[src/design/rrp_pkg.sv]
package rrp_pkg;

    // Default sizing
    localparam int MAX_LINE_DEF = 255;
    localparam int LEN_BITS_DEF = 32;

    // Field widths fixed by the result format
    localparam int KIND_W   = 4;
    localparam int BYTE_W   = 8;
    localparam int HDR_W    = 8;
    localparam int BLEN_W   = 32;

    // Characters of the protocol
    localparam logic [7:0] CH_PLUS  = 8'h2B;
    localparam logic [7:0] CH_COLON = 8'h3A;
    localparam logic [7:0] CH_MINUS = 8'h2D;
    localparam logic [7:0] CH_DOLLAR = 8'h24;
    localparam logic [7:0] CH_CR    = 8'h0D;
    localparam logic [7:0] CH_LF    = 8'h0A;
    localparam logic [7:0] CH_SPACE = 8'h20;
    localparam logic [7:0] CH_TAB   = 8'h09;
    localparam logic [7:0] CH_VT    = 8'h0B;
    localparam logic [7:0] CH_FF    = 8'h0C;
    localparam logic [7:0] CH_ZERO  = 8'h30;
    localparam logic [7:0] CH_NINE  = 8'h39;

    // Result kinds
    typedef enum logic [KIND_W-1:0] {
        K_SIMPLE   = 4'd0,
        K_INTEGER  = 4'd1,
        K_BULK     = 4'd2,
        K_NULL     = 4'd3,
        K_ERRREPLY = 4'd4,
        K_BADTYPE  = 4'd5,
        K_BADEND   = 4'd6,
        K_TOOLONG  = 4'd7,
        K_BADLEN   = 4'd8
    } kind_t;

    // Length parser stages
    typedef enum logic [1:0] {
        NS_SPACE  = 2'd0,
        NS_SIGN   = 2'd1,
        NS_DIGITS = 2'd2,
        NS_DONE   = 2'd3
    } num_stage_t;

    // Length parser control state
    typedef struct packed {
        num_stage_t stage;
        logic       neg;
        logic       ovf;
    } num_ctl_t;

endpackage

[src/design/resp_reply_parser.sv]
// Reply parser for a RESP2 byte stream.
//
// Input channel rx: one received byte per beat on rx_byte, handshake
// rx_valid / rx_stall. Output channel reply: one beat per finished or
// failed reply, carrying reply_kind, type_code, header_chars and
// bulk_length, handshake reply_valid / reply_stall.
//
// Throughput: one byte per cycle, sustained, as long as reply_stall stays
// low. Every byte is handled by a single pass through the parse logic that
// sits between the byte register and the result register.
// Path: the byte that completes a reply goes from the byte register into
// the result register, when that is free, which drives reply_valid.
//
// Reset (rst_n low) empties both registers and leaves the parser waiting
// for a type byte. While reply_stall holds a result, the byte register
// fills and then rx_stall rises until the result is taken; nothing is
// dropped. A bulk reply consumes its payload plus two unchecked trailing
// bytes, meant as CR LF, before its beat appears.
module resp_reply_parser #(
    parameter int MAX_LINE = rrp_pkg::MAX_LINE_DEF,
    parameter int LEN_BITS = rrp_pkg::LEN_BITS_DEF
) (
    input  logic                        clk,
    input  logic                        rst_n,
    input  logic                        rx_valid,
    output logic                        rx_stall,
    input  logic [rrp_pkg::BYTE_W-1:0]  rx_byte,
    output logic                        reply_valid,
    input  logic                        reply_stall,
    output logic [rrp_pkg::KIND_W-1:0]  reply_kind,
    output logic [rrp_pkg::BYTE_W-1:0]  type_code,
    output logic [rrp_pkg::HDR_W-1:0]   header_chars,
    output logic [rrp_pkg::BLEN_W-1:0]  bulk_length
);

    logic                       byte_valid_reg, byte_valid_next;
    logic [rrp_pkg::BYTE_W-1:0] byte_reg, byte_next;
    logic                       byte_take;

    // Stall only when the held byte cannot move on
    assign rx_stall = byte_valid_reg && !byte_take;

    // Load the byte register on each accepted beat
    always_comb
    begin
        byte_valid_next = byte_valid_reg;
        byte_next       = byte_reg;
        if (!rx_stall)
        begin
            byte_valid_next = rx_valid;
            if (rx_valid)
            begin
                byte_next = rx_byte;
            end
        end
    end

    always_ff @(posedge clk or negedge rst_n)
    begin
        if (!rst_n)
        begin
            byte_valid_reg <= 1'b0;
            byte_reg       <= '0;
        end
        else
        begin
            byte_valid_reg <= byte_valid_next;
            byte_reg       <= byte_next;
        end
    end

    rrp_fsm #(
        .MAX_LINE (MAX_LINE),
        .LEN_BITS (LEN_BITS)
    ) u_fsm (
        .clk          (clk),
        .rst_n        (rst_n),
        .byte_valid   (byte_valid_reg),
        .byte_data    (byte_reg),
        .byte_take    (byte_take),
        .reply_valid  (reply_valid),
        .reply_stall  (reply_stall),
        .reply_kind   (reply_kind),
        .type_code    (type_code),
        .header_chars (header_chars),
        .bulk_length  (bulk_length)
    );

endmodule

[src/design/rrp_num.sv]
module rrp_num #(
    parameter int LEN_BITS = rrp_pkg::LEN_BITS_DEF
) (
    input  logic [7:0]          ch,
    input  rrp_pkg::num_ctl_t   ctl_cur,
    input  logic [LEN_BITS-1:0] accum_cur,
    output rrp_pkg::num_ctl_t   ctl_nxt,
    output logic [LEN_BITS-1:0] accum_nxt
);

    localparam int SW = LEN_BITS + 4;

    logic          is_digit;
    logic          is_blank;
    logic          take_char;
    logic [SW-1:0] scaled;
    logic [3:0]    digit_val;

    assign is_digit  = (ch >= rrp_pkg::CH_ZERO) && (ch <= rrp_pkg::CH_NINE);
    assign is_blank  = (ch == rrp_pkg::CH_SPACE) || (ch == rrp_pkg::CH_TAB)
                    || (ch == rrp_pkg::CH_LF) || (ch == rrp_pkg::CH_VT)
                    || (ch == rrp_pkg::CH_FF) || (ch == rrp_pkg::CH_CR);
    assign digit_val = 4'(ch - rrp_pkg::CH_ZERO);

    // Times ten plus digit, with four spare bits to see overflow
    assign scaled = (SW'(accum_cur) << 3) + (SW'(accum_cur) << 1) + SW'(digit_val);

    // Step the strtol-style reader by one character
    always_comb
    begin
        ctl_nxt   = ctl_cur;
        accum_nxt = accum_cur;
        take_char = 1'b0;
        case (ctl_cur.stage)
            rrp_pkg::NS_SPACE:
            begin
                if (is_blank)
                begin
                    take_char = 1'b0;
                end
                else if ((ch == rrp_pkg::CH_PLUS) || (ch == rrp_pkg::CH_MINUS))
                begin
                    ctl_nxt.neg   = (ch == rrp_pkg::CH_MINUS);
                    ctl_nxt.stage = rrp_pkg::NS_SIGN;
                end
                else
                begin
                    take_char = 1'b1;
                end
            end
            rrp_pkg::NS_SIGN,
            rrp_pkg::NS_DIGITS:
            begin
                take_char = 1'b1;
            end
            default:
            begin
                take_char = 1'b0;
            end
        endcase

        if (take_char)
        begin
            if (!is_digit)
            begin
                ctl_nxt.stage = rrp_pkg::NS_DONE;
            end
            else
            begin
                ctl_nxt.stage = rrp_pkg::NS_DIGITS;
                if (!ctl_cur.ovf)
                begin
                    if (|scaled[SW-1:LEN_BITS])
                    begin
                        ctl_nxt.ovf = 1'b1;
                    end
                    else
                    begin
                        accum_nxt = scaled[LEN_BITS-1:0];
                    end
                end
            end
        end
    end

endmodule

[src/design/rrp_fsm.sv]
module rrp_fsm #(
    parameter int MAX_LINE = rrp_pkg::MAX_LINE_DEF,
    parameter int LEN_BITS = rrp_pkg::LEN_BITS_DEF
) (
    input  logic                        clk,
    input  logic                        rst_n,
    input  logic                        byte_valid,
    input  logic [rrp_pkg::BYTE_W-1:0]  byte_data,
    output logic                        byte_take,
    output logic                        reply_valid,
    input  logic                        reply_stall,
    output logic [rrp_pkg::KIND_W-1:0]  reply_kind,
    output logic [rrp_pkg::BYTE_W-1:0]  type_code,
    output logic [rrp_pkg::HDR_W-1:0]   header_chars,
    output logic [rrp_pkg::BLEN_W-1:0]  bulk_length
);

    localparam int CW = $clog2(MAX_LINE + 1);
    localparam int HW = (CW > rrp_pkg::HDR_W) ? CW : rrp_pkg::HDR_W;
    localparam int DW = LEN_BITS + 1;
    localparam int XW = LEN_BITS + rrp_pkg::BLEN_W;

    typedef enum logic [1:0] {
        PH_TYPE    = 2'd0,
        PH_HEADER  = 2'd1,
        PH_LF      = 2'd2,
        PH_DISCARD = 2'd3
    } phase_t;

    phase_t                       phase_reg, phase_next;
    logic [7:0]                   rtype_reg, rtype_next;
    logic [CW-1:0]                count_reg, count_next;
    rrp_pkg::num_ctl_t            ctl_reg, ctl_next, ctl_num;
    logic [LEN_BITS-1:0]          accum_reg, accum_next, accum_num;
    logic [DW-1:0]                disc_reg, disc_next;

    logic                         out_valid_reg, out_valid_next;
    rrp_pkg::kind_t               kind_reg, kind_next;
    logic [7:0]                   tcode_reg, tcode_next;
    logic [rrp_pkg::HDR_W-1:0]    hdr_reg, hdr_next;
    logic [rrp_pkg::BLEN_W-1:0]   blen_reg, blen_next;

    logic                         step;
    logic                         emit;
    rrp_pkg::kind_t               emit_kind;
    logic                         emit_bulk;
    logic [HW-1:0]                count_ext;
    logic [XW-1:0]                accum_ext;

    rrp_num #(
        .LEN_BITS (LEN_BITS)
    ) u_num (
        .ch        (byte_data),
        .ctl_cur   (ctl_reg),
        .accum_cur (accum_reg),
        .ctl_nxt   (ctl_num),
        .accum_nxt (accum_num)
    );

    // Process a byte whenever the result register is free or being drained
    assign byte_take = !out_valid_reg || !reply_stall;
    assign step      = byte_valid && byte_take;

    assign count_ext = HW'(count_reg);
    assign accum_ext = XW'(accum_reg);

    // Advance the reply state by one byte
    always_comb
    begin
        phase_next = phase_reg;
        rtype_next = rtype_reg;
        count_next = count_reg;
        ctl_next   = ctl_reg;
        accum_next = accum_reg;
        disc_next  = disc_reg;
        emit       = 1'b0;
        emit_kind  = rrp_pkg::K_SIMPLE;
        emit_bulk  = 1'b0;
        if (step)
        begin
            case (phase_reg)
                PH_TYPE:
                begin
                    rtype_next = byte_data;
                    count_next = '0;
                    ctl_next   = '{stage: rrp_pkg::NS_SPACE, neg: 1'b0, ovf: 1'b0};
                    accum_next = '0;
                    disc_next  = '0;
                    phase_next = PH_HEADER;
                end
                PH_HEADER:
                begin
                    if (byte_data == rrp_pkg::CH_CR)
                    begin
                        phase_next = PH_LF;
                    end
                    else if (count_reg >= CW'(MAX_LINE))
                    begin
                        emit      = 1'b1;
                        emit_kind = rrp_pkg::K_TOOLONG;
                    end
                    else
                    begin
                        count_next = count_reg + CW'(1);
                        if (rtype_reg == rrp_pkg::CH_DOLLAR)
                        begin
                            ctl_next   = ctl_num;
                            accum_next = accum_num;
                        end
                    end
                end
                PH_LF:
                begin
                    if (byte_data != rrp_pkg::CH_LF)
                    begin
                        emit      = 1'b1;
                        emit_kind = rrp_pkg::K_BADEND;
                    end
                    else if (rtype_reg == rrp_pkg::CH_PLUS)
                    begin
                        emit      = 1'b1;
                        emit_kind = rrp_pkg::K_SIMPLE;
                    end
                    else if (rtype_reg == rrp_pkg::CH_COLON)
                    begin
                        emit      = 1'b1;
                        emit_kind = rrp_pkg::K_INTEGER;
                    end
                    else if (rtype_reg == rrp_pkg::CH_MINUS)
                    begin
                        emit      = 1'b1;
                        emit_kind = rrp_pkg::K_ERRREPLY;
                    end
                    else if (rtype_reg == rrp_pkg::CH_DOLLAR)
                    begin
                        if (ctl_reg.ovf)
                        begin
                            emit      = 1'b1;
                            emit_kind = rrp_pkg::K_BADLEN;
                        end
                        else if (ctl_reg.neg && (accum_reg == LEN_BITS'(1)))
                        begin
                            emit      = 1'b1;
                            emit_kind = rrp_pkg::K_NULL;
                        end
                        else if (ctl_reg.neg && (accum_reg > LEN_BITS'(1)))
                        begin
                            emit      = 1'b1;
                            emit_kind = rrp_pkg::K_BADLEN;
                        end
                        else
                        begin
                            disc_next  = DW'(accum_reg) + DW'(2);
                            phase_next = PH_DISCARD;
                        end
                    end
                    else
                    begin
                        emit      = 1'b1;
                        emit_kind = rrp_pkg::K_BADTYPE;
                    end
                end
                PH_DISCARD:
                begin
                    disc_next = disc_reg - DW'(1);
                    if (disc_reg == DW'(1))
                    begin
                        emit      = 1'b1;
                        emit_kind = rrp_pkg::K_BULK;
                        emit_bulk = 1'b1;
                    end
                end
                default:
                begin
                    phase_next = PH_TYPE;
                end
            endcase
            if (emit)
            begin
                phase_next = PH_TYPE;
            end
        end
    end

    // Load the result register on a finished reply, drop it when taken
    always_comb
    begin
        out_valid_next = out_valid_reg;
        kind_next      = kind_reg;
        tcode_next     = tcode_reg;
        hdr_next       = hdr_reg;
        blen_next      = blen_reg;
        if (emit)
        begin
            out_valid_next = 1'b1;
            kind_next      = emit_kind;
            tcode_next     = rtype_reg;
            hdr_next       = (count_ext > HW'(255)) ? 8'hFF : count_ext[7:0];
            blen_next      = emit_bulk ? accum_ext[rrp_pkg::BLEN_W-1:0] : '0;
        end
        else if (out_valid_reg && !reply_stall)
        begin
            out_valid_next = 1'b0;
        end
    end

    // Hold state and registered outputs
    always_ff @(posedge clk or negedge rst_n)
    begin
        if (!rst_n)
        begin
            phase_reg     <= PH_TYPE;
            rtype_reg     <= '0;
            count_reg     <= '0;
            ctl_reg       <= '{stage: rrp_pkg::NS_SPACE, neg: 1'b0, ovf: 1'b0};
            accum_reg     <= '0;
            disc_reg      <= '0;
            out_valid_reg <= 1'b0;
            kind_reg      <= rrp_pkg::K_SIMPLE;
            tcode_reg     <= '0;
            hdr_reg       <= '0;
            blen_reg      <= '0;
        end
        else
        begin
            phase_reg     <= phase_next;
            rtype_reg     <= rtype_next;
            count_reg     <= count_next;
            ctl_reg       <= ctl_next;
            accum_reg     <= accum_next;
            disc_reg      <= disc_next;
            out_valid_reg <= out_valid_next;
            kind_reg      <= kind_next;
            tcode_reg     <= tcode_next;
            hdr_reg       <= hdr_next;
            blen_reg      <= blen_next;
        end
    end

    assign reply_valid  = out_valid_reg;
    assign reply_kind   = kind_reg;
    assign type_code    = tcode_reg;
    assign header_chars = hdr_reg;
    assign bulk_length  = blen_reg;

endmodule

[config.mk]
export PLATFORM = sky130hd
export DESIGN_NAME = resp_reply_parser
export DESIGN_NICKNAME = d
export VERILOG_FILES = /design/src/design/rrp_pkg.sv /design/src/design/resp_reply_parser.sv /design/src/design/rrp_num.sv /design/src/design/rrp_fsm.sv
export SDC_FILE = /design/constraint.sdc
export NUM_CORES = 1
export LEC_CHECK = 0
export BUFFER_PORTS_ARGS = -buffer_cell sky130_fd_sc_hd__clkbuf_2
export CORE_MARGIN = 2
export CORE_UTILIZATION = 60
export DETAILED_ROUTE_END_ITERATION = 6
export HOLD_SLACK_MARGIN = 0.1
export PLACE_DENSITY = 0.79
export SETUP_SLACK_MARGIN = 0.4
export SLEW_MARGIN = 40
export SYNTH_ARGS = -nofsm -noshare
export SYNTH_HDL_FRONTEND = slang
export SYNTH_SLANG_ARGS = --single-unit
[constraint.sdc]
create_clock -name clk -period 4.95 [get_ports clk]
set_input_delay 0.495 -clock clk [delete_from_list [all_inputs] [get_ports clk]]
set_output_delay 0.495 -clock clk [all_outputs]
set_load 0.02 [all_outputs]
==> reports/results.tsv, run 1 <==
metric	value	unit
multi_input_area	5690	sq um
design_area	11000	sq um
grt_pass1_wl	40600	um
drive_gt1_frac	0.138	
port_buffers	65	
synthArstFlopShare	1.00	
synth_edf_count	0	
crit_chain	fa_1 > inv_1 > fa_1 > nand2b_1 > a21o_1 > a21oi_1 > o2111ai_1 > a2111oi_1 > o21ai_0 > a2111oi_4 > a21o_1 > buf_4 > o22ai_1	
overflow	0	
antenna_found_initial	0	
synth_top_flop_cell	dfrtp_1	
place_congestion	0.935	
n_fill_cell	1272	
dp_hpwl	17100	um
cts_setup_buffers	0	
largest_reg_flops	33	
slew_headroom	0.435	
drc	0	
yosysTopAreaCell	dfrtp_1	
nets	1257	
finClkSkew	0.0102	ns
finalMaxSlewViolations	0	
ys_seq_area_frac	0.379	
synthCells	1120	
p_per_area	437	nW/um^2
finalSetupTns	0	ns
fmax	238	MHz
wirelength	24700	um
hold_depth	2	
synth.top_cell.area_share	0.379	
cp_max_fo	17	
end_kind	flip-flop	
cts_tree	yes	
r2r_slack	0.75	ns
netlist_top_cells_count	149 x dfrtp_1, 142 x nand2_1, 89 x o21ai_0	
clock-root-buffer	clkbuf_16	
die_x	132	um
regArea	3730	sq um
cts_made_buffers	17	
ir_drop	0.000371	V
vias_per_cell	6.24	
rows	46	
min_period	4.20	ns
drv_cap	0	
synthTopCellsByArea	dfrtp_1 38%, ha_1 9.6%, nand2_1 5.4%	
startpoint_type	flip-flop	
first_iter_violations	683	
r2r-start	byte_reg[3]$_DFFE_PN0P_	
vias	8724	
critPathBufInv	2	
cp_data_required_time	5.26	ns
core	15900	sq um
drtAntennaViolNets	0	
worstSetupPathType	reg2reg	
htree_levels	4	
setup_viol_count_final	0	
rr_worst_depth	13	
ys_warn_count	0	
firstDrtPassIters	6	
die_h	132	um
synth_most_common_cell	dfrtp_1	
clk_latency	0.44	ns
grt_pass1_vias	8245	
cts_sinks	149	
worst_pin_slew	0.826	ns
leakagePower	5.04	nW
syn_area	9830	sq um
ys_types	69	
slowest_delay	0.60	ns
dieArea	17400	sq um
holdCritStartpoint	rx_valid	
rsz0062_at_grt	false	
yosys_register_bits	149	
status	completed	
area_growth	12.1	%
arrival	4.51	ns
hold_viol_final	0	
r2r-end	u_fsm.accum_reg[13]$_DFFE_PN0P_	
io_pins	66	
cp_slowest_cell	fa_1	
clkTransAtPathRegs	0.06	ns
track_usage	0.286	
whs_endpoint	byte_valid_reg$_DFFE_PN0N_	
hp-class	in2reg	
clock_path_buffers	2	
worstSetupPathDepth	13	
wl_per_cell	17.7	um
syn_avg_cell_area	8.77	sq um
postLayoutCoreUtil	0.691	
grt_max_degree	112	
start_util	0.616	
syn_nets	1209	
fin_crit_sh	0.849	
cp_top_family	compound AO/OA/AOI/OAI gates	
placed_cell_area	10300	sq um
n_antenna_cell	0	
## what timing repair did
action                                 in CTS  in global routing
hold buffers                                0                  1
setup endpoints to repair                   0                 31
endpoints found under the hold margin       0                 38
resized for setup                           0                  2
## through the flow
step                      power, W  instances  setup slack, ns  hold WS [ns]
after floorplan            0.00288       1120             1.14         0.199
after global routing       0.00506       1397            0.451         0.263
after global placement     0.00331       1363            0.786         0.459
after detailed placement   0.00337       1363            0.645         0.469
after CTS                  0.00478       1395            0.581         0.163
final                      0.00481       1397            0.748         0.264
## routing by layer
layer / share of wire / track usage / routed length (um) / vias up
li1: - / - / - / 4156
met1: 0.44 / 0.379 / 10800 / 4210
met2: 0.49 / 0.479 / 12000 / 320
met3: 0.057 / 0.0484 / 1410 / 38
met4: 0.018 / 0.0942 / 442 / 0
met5: 0 / 0 / 0 / -
## area by class of cell
cell class                      count  share of cell area
Tap cell                          216              0.0245
Multi-Input combinational cell    860               0.516
Clock buffer                       18              0.0399
Timing Repair Buffer               80              0.0427
Clock inverter                     14              0.0173
Inverter                           60              0.0205
Sequential cell                   149               0.339
## where the power goes
part	switching, W	internal (W)	leakage, nW
registers	0.000274	0.00143	2.00
clock network	0.000572	0.000823	0.306
logic	0.00110	0.000610	2.74
total	0.00194	0.00287	5.04
## worst register-to-register path: cells and delay by family, from the launching register on
family                   cells  cell delay, ns
AO/OA/AOI/OAI                8            2.07
adder cells (fa/ha/maj)      2            1.04
flip-flops                   1            0.48
buffers and inverters        2            0.31
AND/OR/NAND/NOR              1            0.18
## worst max-delay path by stage
stage / start / end / slack [ns]
after CTS: byte_reg[3]$_DFFE_PN0P_ / u_fsm.accum_reg[29]$_DFFE_PN0P_ / 0.58
after floorplan: byte_reg[3]$_DFFE_PN0P_ / u_fsm.accum_reg[10]$_DFFE_PN0P_ / 1.14
after detailed placement: byte_reg[3]$_DFFE_PN0P_ / u_fsm.accum_reg[29]$_DFFE_PN0P_ / 0.65
after global routing: byte_reg[3]$_DFFE_PN0P_ / u_fsm.accum_reg[7]$_DFFE_PN0P_ / 0.45
final: byte_reg[3]$_DFFE_PN0P_ / u_fsm.accum_reg[13]$_DFFE_PN0P_ / 0.75
after global placement: byte_reg[3]$_DFFE_PN0P_ / u_fsm.accum_reg[30]$_DFFE_PN0P_ / 0.79
## cells by family (layout without fill, tap and decap cells)
family                     after synthesis  after routing  share of synthesized area
xor gates and xnor gates                62             62                     0.0553
and+or+nand+nor                        387            387                      0.193
adders and majority gates               77             77                     0.0996
DFF                                    149            149                      0.379
AOI/OAI and AO/OA                      300            300                      0.189
muxes                                   34             34                     0.0387
buffers and inverters                  111            172                     0.0444
## layout by cell type, fill, tap and decap left out, types with 7 or more instances in the layout
cell	n
clkbuf_2	64
ha_1	75
nor4_1	20
dfrtp_1	149
buf_4	13
o22ai_1	41
nor2b_1	8
xor2_1	19
a21o_1	18
a21oi_1	70
and3_1	18
a31oi_1	7
nand2_1	142
mux2_2	32
inv_1	60
xnor2_1	43
nand4_1	17
or3_1	11
nand3_1	33
nor3_1	34
clkbuf_16	17
nand2b_1	9
o21ai_0	89
nor2_1	57
o21a_1	9
Power figures use the tool's default switching activity.
==> run 2, diff against run 1 <==
--- a/config.mk
+++ b/config.mk
@@ -7,10 +7,10 @@
 export LEC_CHECK = 0
 export BUFFER_PORTS_ARGS = -buffer_cell sky130_fd_sc_hd__clkbuf_2
 export CORE_MARGIN = 2
-export CORE_UTILIZATION = 60
+export CORE_UTILIZATION = 56
 export DETAILED_ROUTE_END_ITERATION = 6
 export HOLD_SLACK_MARGIN = 0.1
-export PLACE_DENSITY = 0.79
+export PLACE_DENSITY = 0.78
 export SETUP_SLACK_MARGIN = 0.4
 export SLEW_MARGIN = 40
 export SYNTH_ARGS = -nofsm -noshare
==> constraint.sdc (replaced) <==
create_clock -name clk -period 3.63 [get_ports clk]
set_input_delay 0.363 -clock clk [delete_from_list [all_inputs] [get_ports clk]]
set_output_delay 0.363 -clock clk [all_outputs]
set_load 0.02 [all_outputs]
==> run 2 against run 1 <==
Effect of this change: the run now ends with setup timing left; die area increased by 6.9%; combinational power increased by 73%; worst setup slack got worse by 0.88 ns; power increased by 46%; core utilization increased by 0.75 points; first-iteration DRC count increased by 16%; routed wire length increased by 9.8%; cell count increased by 5.9%; clock power increased by 27%; final area increased by 9.3%; hold slack got worse by 0.13 ns; non-clock buffer count increased by 73.
==> reports/results.tsv, run 2 (synthesis results as in run 1) <==
metric	value	unit	change
r2r-start	byte_reg[3]$_DFFE_PN0P_		
placed_cell_area	10900	sq um	+5.3%
fin_crit_sh	1.04		+0.189
arrival	4.12	ns	-0.39 ns
overflow	0		unchanged
final_cell_mix	147 x dfrtp_1, 141 x nand2_1, 88 x o21ai_0		
die_h	136	um	+3.4%
p_per_area	583	nW/um^2	+33%
cp_data_required_time	3.98	ns	-1.28 ns
antenna_found_initial	0		unchanged
clock_path_buffers	2		unchanged
largest_reg_flops	33		unchanged
cts_tree	yes		
fmax	265	MHz	+12%
drc	0		unchanged
startpoint	byte_reg[3]$_DFFE_PN0P_		
core	17200	sq um	+8.1%
grt_pass1_vias	8691		+5.4%
drtAntennaViolNets	0		unchanged
nets	1330		+5.8%
wl_per_cell	18.4	um	+3.7%
worst_hold_slack	0.135	ns	-0.129 ns
end_kind	flip-flop		
ir_drop	0.000412	V	+11%
r2r_slack	-0.14	ns	-0.88 ns
start_util	0.570		-0.0463
htree_levels	4		unchanged
vias	9158		+5.0%
drv_cap	0		unchanged
wirelength	27100	um	+9.8%
first_iter_violations	790		+16%
slew_headroom	0.466		+0.0305
worst_pin_slew	0.800	ns	-0.0252 ns
hold_depth	2		unchanged
n_fill_cell	1308		+2.8%
status	finished with violations		
multi_input_area	6040	sq um	+6.3%
dp_slack	-0.213	ns	-0.858 ns
finalSetupTns	-3.09	ns	-3.09 ns
rr_worst_depth	14		+1
die_x	136	um	+3.4%
rows	48		+4.3%
p_int	0.00415	W	+45%
switchingPower	0.00286	W	+48%
clk_latency	0.44	ns	about the same
fin_cells	1479		+5.9%
p_clk_frac	0.254		-0.036
power.share.switching	0.409		+0.00485
io_pins	66		unchanged
finalMaxSlewViolations	0		unchanged
holdCritStartpoint	rx_valid		
dieArea	18600	sq um	+6.9%
clock-root-buffer	clkbuf_16		
port_buffers	65		unchanged
leakagePower	5.51	nW	+9.3%
setup_slack	-0.137	ns	-0.884 ns
p_comb_frac	0.421		+0.066
grt_max_degree	108		-3.6%
seqPwrFrac	0.325		-0.030
regArea	3730	sq um	about the same
design_area	12000	sq um	+9.3%
track_usage	0.294		+0.00808
drive_gt1_frac	0.234		+0.0956
min_period	3.77	ns	-0.436 ns
area_growth	22.5	%	
startpoint_type	flip-flop		
final_common_cell	dfrtp_1		
dp_hpwl	17900	um	+4.7%
rsz0062_at_grt	true		
clkTransAtPathRegs	0.06	ns	about the same
cts_sinks	149		unchanged
violations	setup timing		
grt_pass1_wl	43300	um	+6.5%
vias_per_cell	6.19		-0.85%
worstSetupPathType	reg2reg		
n_antenna_cell	0		unchanged
hold_viol_final	0		unchanged
firstDrtPassIters	5		-1
cts_made_buffers	17		unchanged
hp-class	in2reg		
dp.cells	1436		+5.4%
cp_max_fo	6		-11
place_congestion	0.895		-4.2%
finClkSkew	0.00909	ns	-0.00115 ns
setup_viol_count_final	33		+33
-- run 2: critical path: stages, from the launching register on --
cell,delay (ns)
dfrtp_2,0.41
fa_1,0.56
inv_1,0.06
fa_2,0.34
nand2b_4,0.15
a21o_1,0.19
a21oi_4,0.20
o2111ai_4,0.18
a2111oi_4,0.41
o21ai_1,0.12
a2111oi_2,0.30
buf_4,0.20
nand3_4,0.18
buf_12,0.23
o22ai_2,0.13
-- run 2: repair_timing --
item                                   in CTS  in global routing
hold buffers                                1                  0
buffers inserted                            1                  2
resized for setup                          29                 39
pin swaps                                   6                 30
gates cloned                                4                  2
setup endpoints to repair                  72                 92
endpoints found under the hold margin     105                  0
-- run 2: final timing paths --
path                                                     end
max                          u_fsm.accum_reg[13]$_DFFE_PN0P_
min                               byte_valid_reg$_DFFE_PN0N_
max reg2reg                  u_fsm.accum_reg[13]$_DFFE_PN0P_
min reg2reg                u_fsm.bulk_length[12]$_DFFE_PN0P_
max in group asynchronous     u_fsm.count_ext[1]$_DFFE_PN0P_
min in group asynchronous      u_fsm.disc_reg[7]$_DFFE_PN0P_
-- run 2: metal layers --
layer,up-vias,routed length (um),GRT usage
li1,4300,-,-
met1,4409,11600,0.386
met2,383,13100,0.488
met3,66,1660,0.0474
met4,0,731,0.111
met5,-,0,0
-- run 2: through the flow --
stage,total power [W],utilization
2_1_floorplan,0.00397,-
3_3_place_gp,0.00465,0.630
3_5_place_dp,0.00470,0.631
4_1_cts,0.00672,0.680
5_1_grt,0.00735,0.698
6_report,0.00701,0.698
-- run 2: power by group through the flow --
stage	combinational [W]	clock, W	sequential [W]
3_3_place_gp	0.00237	0	0.00228
3_5_place_dp	0.00241	0	0.00229
6_report	0.00295	0.00178	0.00228
2_1_floorplan	0.00166	0	0.00231
5_1_grt	0.00318	0.00184	0.00233
4_1_cts	0.00268	0.00178	0.00227
-- run 2: final cells by class --
type                            count  share of cell area
Clock buffer                       18              0.0365
Clock inverter                     14              0.0118
Inverter                           60              0.0187
Multi-Input combinational cell    860               0.502
Sequential cell                   149               0.310
Tap cell                          225              0.0234
Timing Repair Buffer              153              0.0972
==> run 3, diff against run 2 <==
--- a/config.mk
+++ b/config.mk
@@ -9,7 +9,7 @@
 export CORE_MARGIN = 2
 export CORE_UTILIZATION = 56
 export DETAILED_ROUTE_END_ITERATION = 6
-export HOLD_SLACK_MARGIN = 0.1
+export HOLD_SLACK_MARGIN = 0.03
 export PLACE_DENSITY = 0.78
 export SETUP_SLACK_MARGIN = 0.4
 export SLEW_MARGIN = 40
==> constraint.sdc (replaced) <==
create_clock -name clk -period 3.45 [get_ports clk]
set_input_delay 0.345 -clock clk [delete_from_list [all_inputs] [get_ports clk]]
set_output_delay 0.345 -clock clk [all_outputs]
set_load 0.02 [all_outputs]
==> run 3 against run 2 <==
Effect of this change: the flow still finishes with violations (setup timing); fmax is 0.95% higher; cell count is 2.6% higher; clock skew is 0.0044 ns higher; core utilization is 1.8 points higher; register-to-register slack worse by 0.14 ns; flip-flop and latch count stayed put; global-route usage is 0.068 points higher; hold slack worse by 0.015 ns; clock-buffer cell count is 1 lower; critical path type unchanged; largest power group unchanged; highest routed layer unchanged.
==> reports/results.tsv, run 3 (synthesis results as in run 1) <==
metric	value	unit	change
violations	setup timing		
cp_data_required_time	3.74	ns	-0.24 ns
worst_hold_slack	0.121	ns	-0.0146 ns
setup_slack	-0.281	ns	-0.144 ns
fin_crit_sh	1.08		+0.0438
leakagePower	5.70	nW	+3.5%
n_antenna_cell	0		unchanged
status	finished with violations		
overflow	0		unchanged
cts_sinks	149		unchanged
wirelength	27800	um	+2.6%
final_cell_mix	147 x dfrtp_1, 140 x nand2_1, 108 x buf_4		
track_usage	0.295		+0.000676
clock_path_buffers	2		unchanged
finalMaxSlewViolations	0		unchanged
startpoint_type	flip-flop		
largest_reg_flops	33		unchanged
start_util	0.570		unchanged
htree_levels	4		unchanged
end_kind	flip-flop		
hold_viol_final	0		unchanged
rows	48		unchanged
first_iter_violations	876		+11%
clock-root-buffer	clkbuf_16		
dp_slack	-0.336	ns	-0.123 ns
drv_cap	0		unchanged
slew_headroom	0.467		+0.000837
min_period	3.73	ns	-0.0356 ns
p_per_area	602	nW/um^2	+3.3%
rsz0062_at_grt	true		
worst_pin_slew	0.793	ns	-0.00749 ns
hp-class	in2reg		
core	17200	sq um	unchanged
die_h	136	um	unchanged
finClkSkew	0.0135	ns	+0.00444 ns
drtAntennaViolNets	0		unchanged
slowest_delay	0.58	ns	+0.02 ns
nets	1368		+2.9%
grt_max_degree	109		+0.93%
setup_viol_count_final	33		unchanged
dp.cells	1462		+1.8%
worstSetupPathType	reg2reg		
dieArea	18600	sq um	unchanged
final_common_cell	dfrtp_1		
vias_per_cell	6.15		-0.60%
place_congestion	0.908		+1.4%
wl_per_cell	18.4	um	about the same
finalPower	0.00743	W	+6.0%
fmax	268	MHz	+0.95%
fin_cells	1517		+2.6%
cts_tree	yes		
antenna_found_initial	0		unchanged
area_growth	25.6	%	
grt_pass1_vias	8882		+2.2%
drc	0		unchanged
io_pins	66		unchanged
arrival	4.03	ns	-0.09 ns
cp_slowest_cell	fa_1		
cts_made_buffers	17		unchanged
grt_pass1_wl	43800	um	+1.3%
ir_drop	0.000418	V	+1.5%
dp_hpwl	18300	um	+2.1%
port_buffers	65		unchanged
firstDrtPassIters	5		unchanged
cp_max_fo	8		+2
clk_latency	0.43	ns	about the same
drive_gt1_frac	0.263		+0.0295
vias	9337		+2.0%
crit_chain	fa_1 > inv_2 > fa_2 > nand2b_4 > a21o_1 > a21oi_4 > o2111ai_4 > a2111oi_4 > o21ai_1 > a2111oi_2 > buf_4 > a21o_4 > clkbuf_16 > o22ai_2		
die_x	136	um	unchanged
clkTransAtPathRegs	0.06	ns	about the same
[run 3: cell count changes in the layout (fill, tap and decap cells not counted), sizes merged]
cell      change
clkinvlp      +1
buf          +37
clkinv        +1
inv           -1
[run 3: area by class of cell]
type	count	area [sq um]
Clock buffer	17	425
Clock inverter	15	145
Fill cell	1259	4900
Inverter	60	225
Multi-Input combinational cell	860	6090
Sequential cell	149	3730
Tap cell	225	282
Timing Repair Buffer	191	1440
[run 3: where the power goes]
| part | switching [W] | internal [W] |
|---|---|---|
| Clock | 0.000822 | 0.00101 |
| Sequential | 0.000346 | 0.00206 |
| Combinational | 0.00187 | 0.00133 |
[run 3: worst paths after layout]
check,to,slack [ns],depth (start not counted),start
max in group asynchronous,u_fsm.header_chars[3]$_DFFE_PN0P_,2.40,3,rst_n
max,u_fsm.accum_reg[7]$_DFFE_PN0P_,-0.28,14,byte_reg[3]$_DFFE_PN0P_
min reg2reg,u_fsm.bulk_length[10]$_DFFE_PN0P_,0.47,2,u_fsm.bulk_length[10]$_DFFE_PN0P_
min,byte_valid_reg$_DFFE_PN0N_,0.12,2,rx_valid
min in group asynchronous,u_fsm.disc_reg[10]$_DFFE_PN0P_,0.38,2,rst_n
max reg2reg,u_fsm.accum_reg[7]$_DFFE_PN0P_,-0.28,14,byte_reg[3]$_DFFE_PN0P_
[run 3: what timing repair did]
action,in CTS,in global routing
hold buffers,1,0
resized for setup,30,59
pin swaps,10,11
setup endpoints to repair,89,116
setup buffers,5,9
gates cloned,4,3
endpoints found under the hold margin,42,0
[run 3: worst max-delay path, delay by kind of cell (launching register included)]
kind	cells	cell delay, ns
compound gates	8	1.65
fa+ha+maj	2	0.92
buf+inv	3	0.44
flops	1	0.42
simple gates	1	0.15
[run 3: per-stage QoR]
stage,setup TNS (ns),util,area (sq um)
3_3_place_gp,-7.44,0.642,11100
2_1_floorplan,-5.88,-,9880
6_report,-7.69,0.716,12300
4_1_cts,-5.92,0.688,11900
5_1_grt,-10.93,0.716,12300
3_5_place_dp,-9.66,0.642,11100
[run 3: routing by layer]
| metal | track usage | wire, um | share of wire | up-vias |
|---|---|---|---|---|
| met2 | 0.480 | 13600 | 0.49 | 378 |
| met1 | 0.409 | 11900 | 0.43 | 4518 |
| met4 | 0.0885 | 687 | 0.025 | 0 |
| met5 | 0 | 0 | 0 | - |
| met3 | 0.0406 | 1640 | 0.059 | 63 |
| li1 | - | - | - | 4378 |
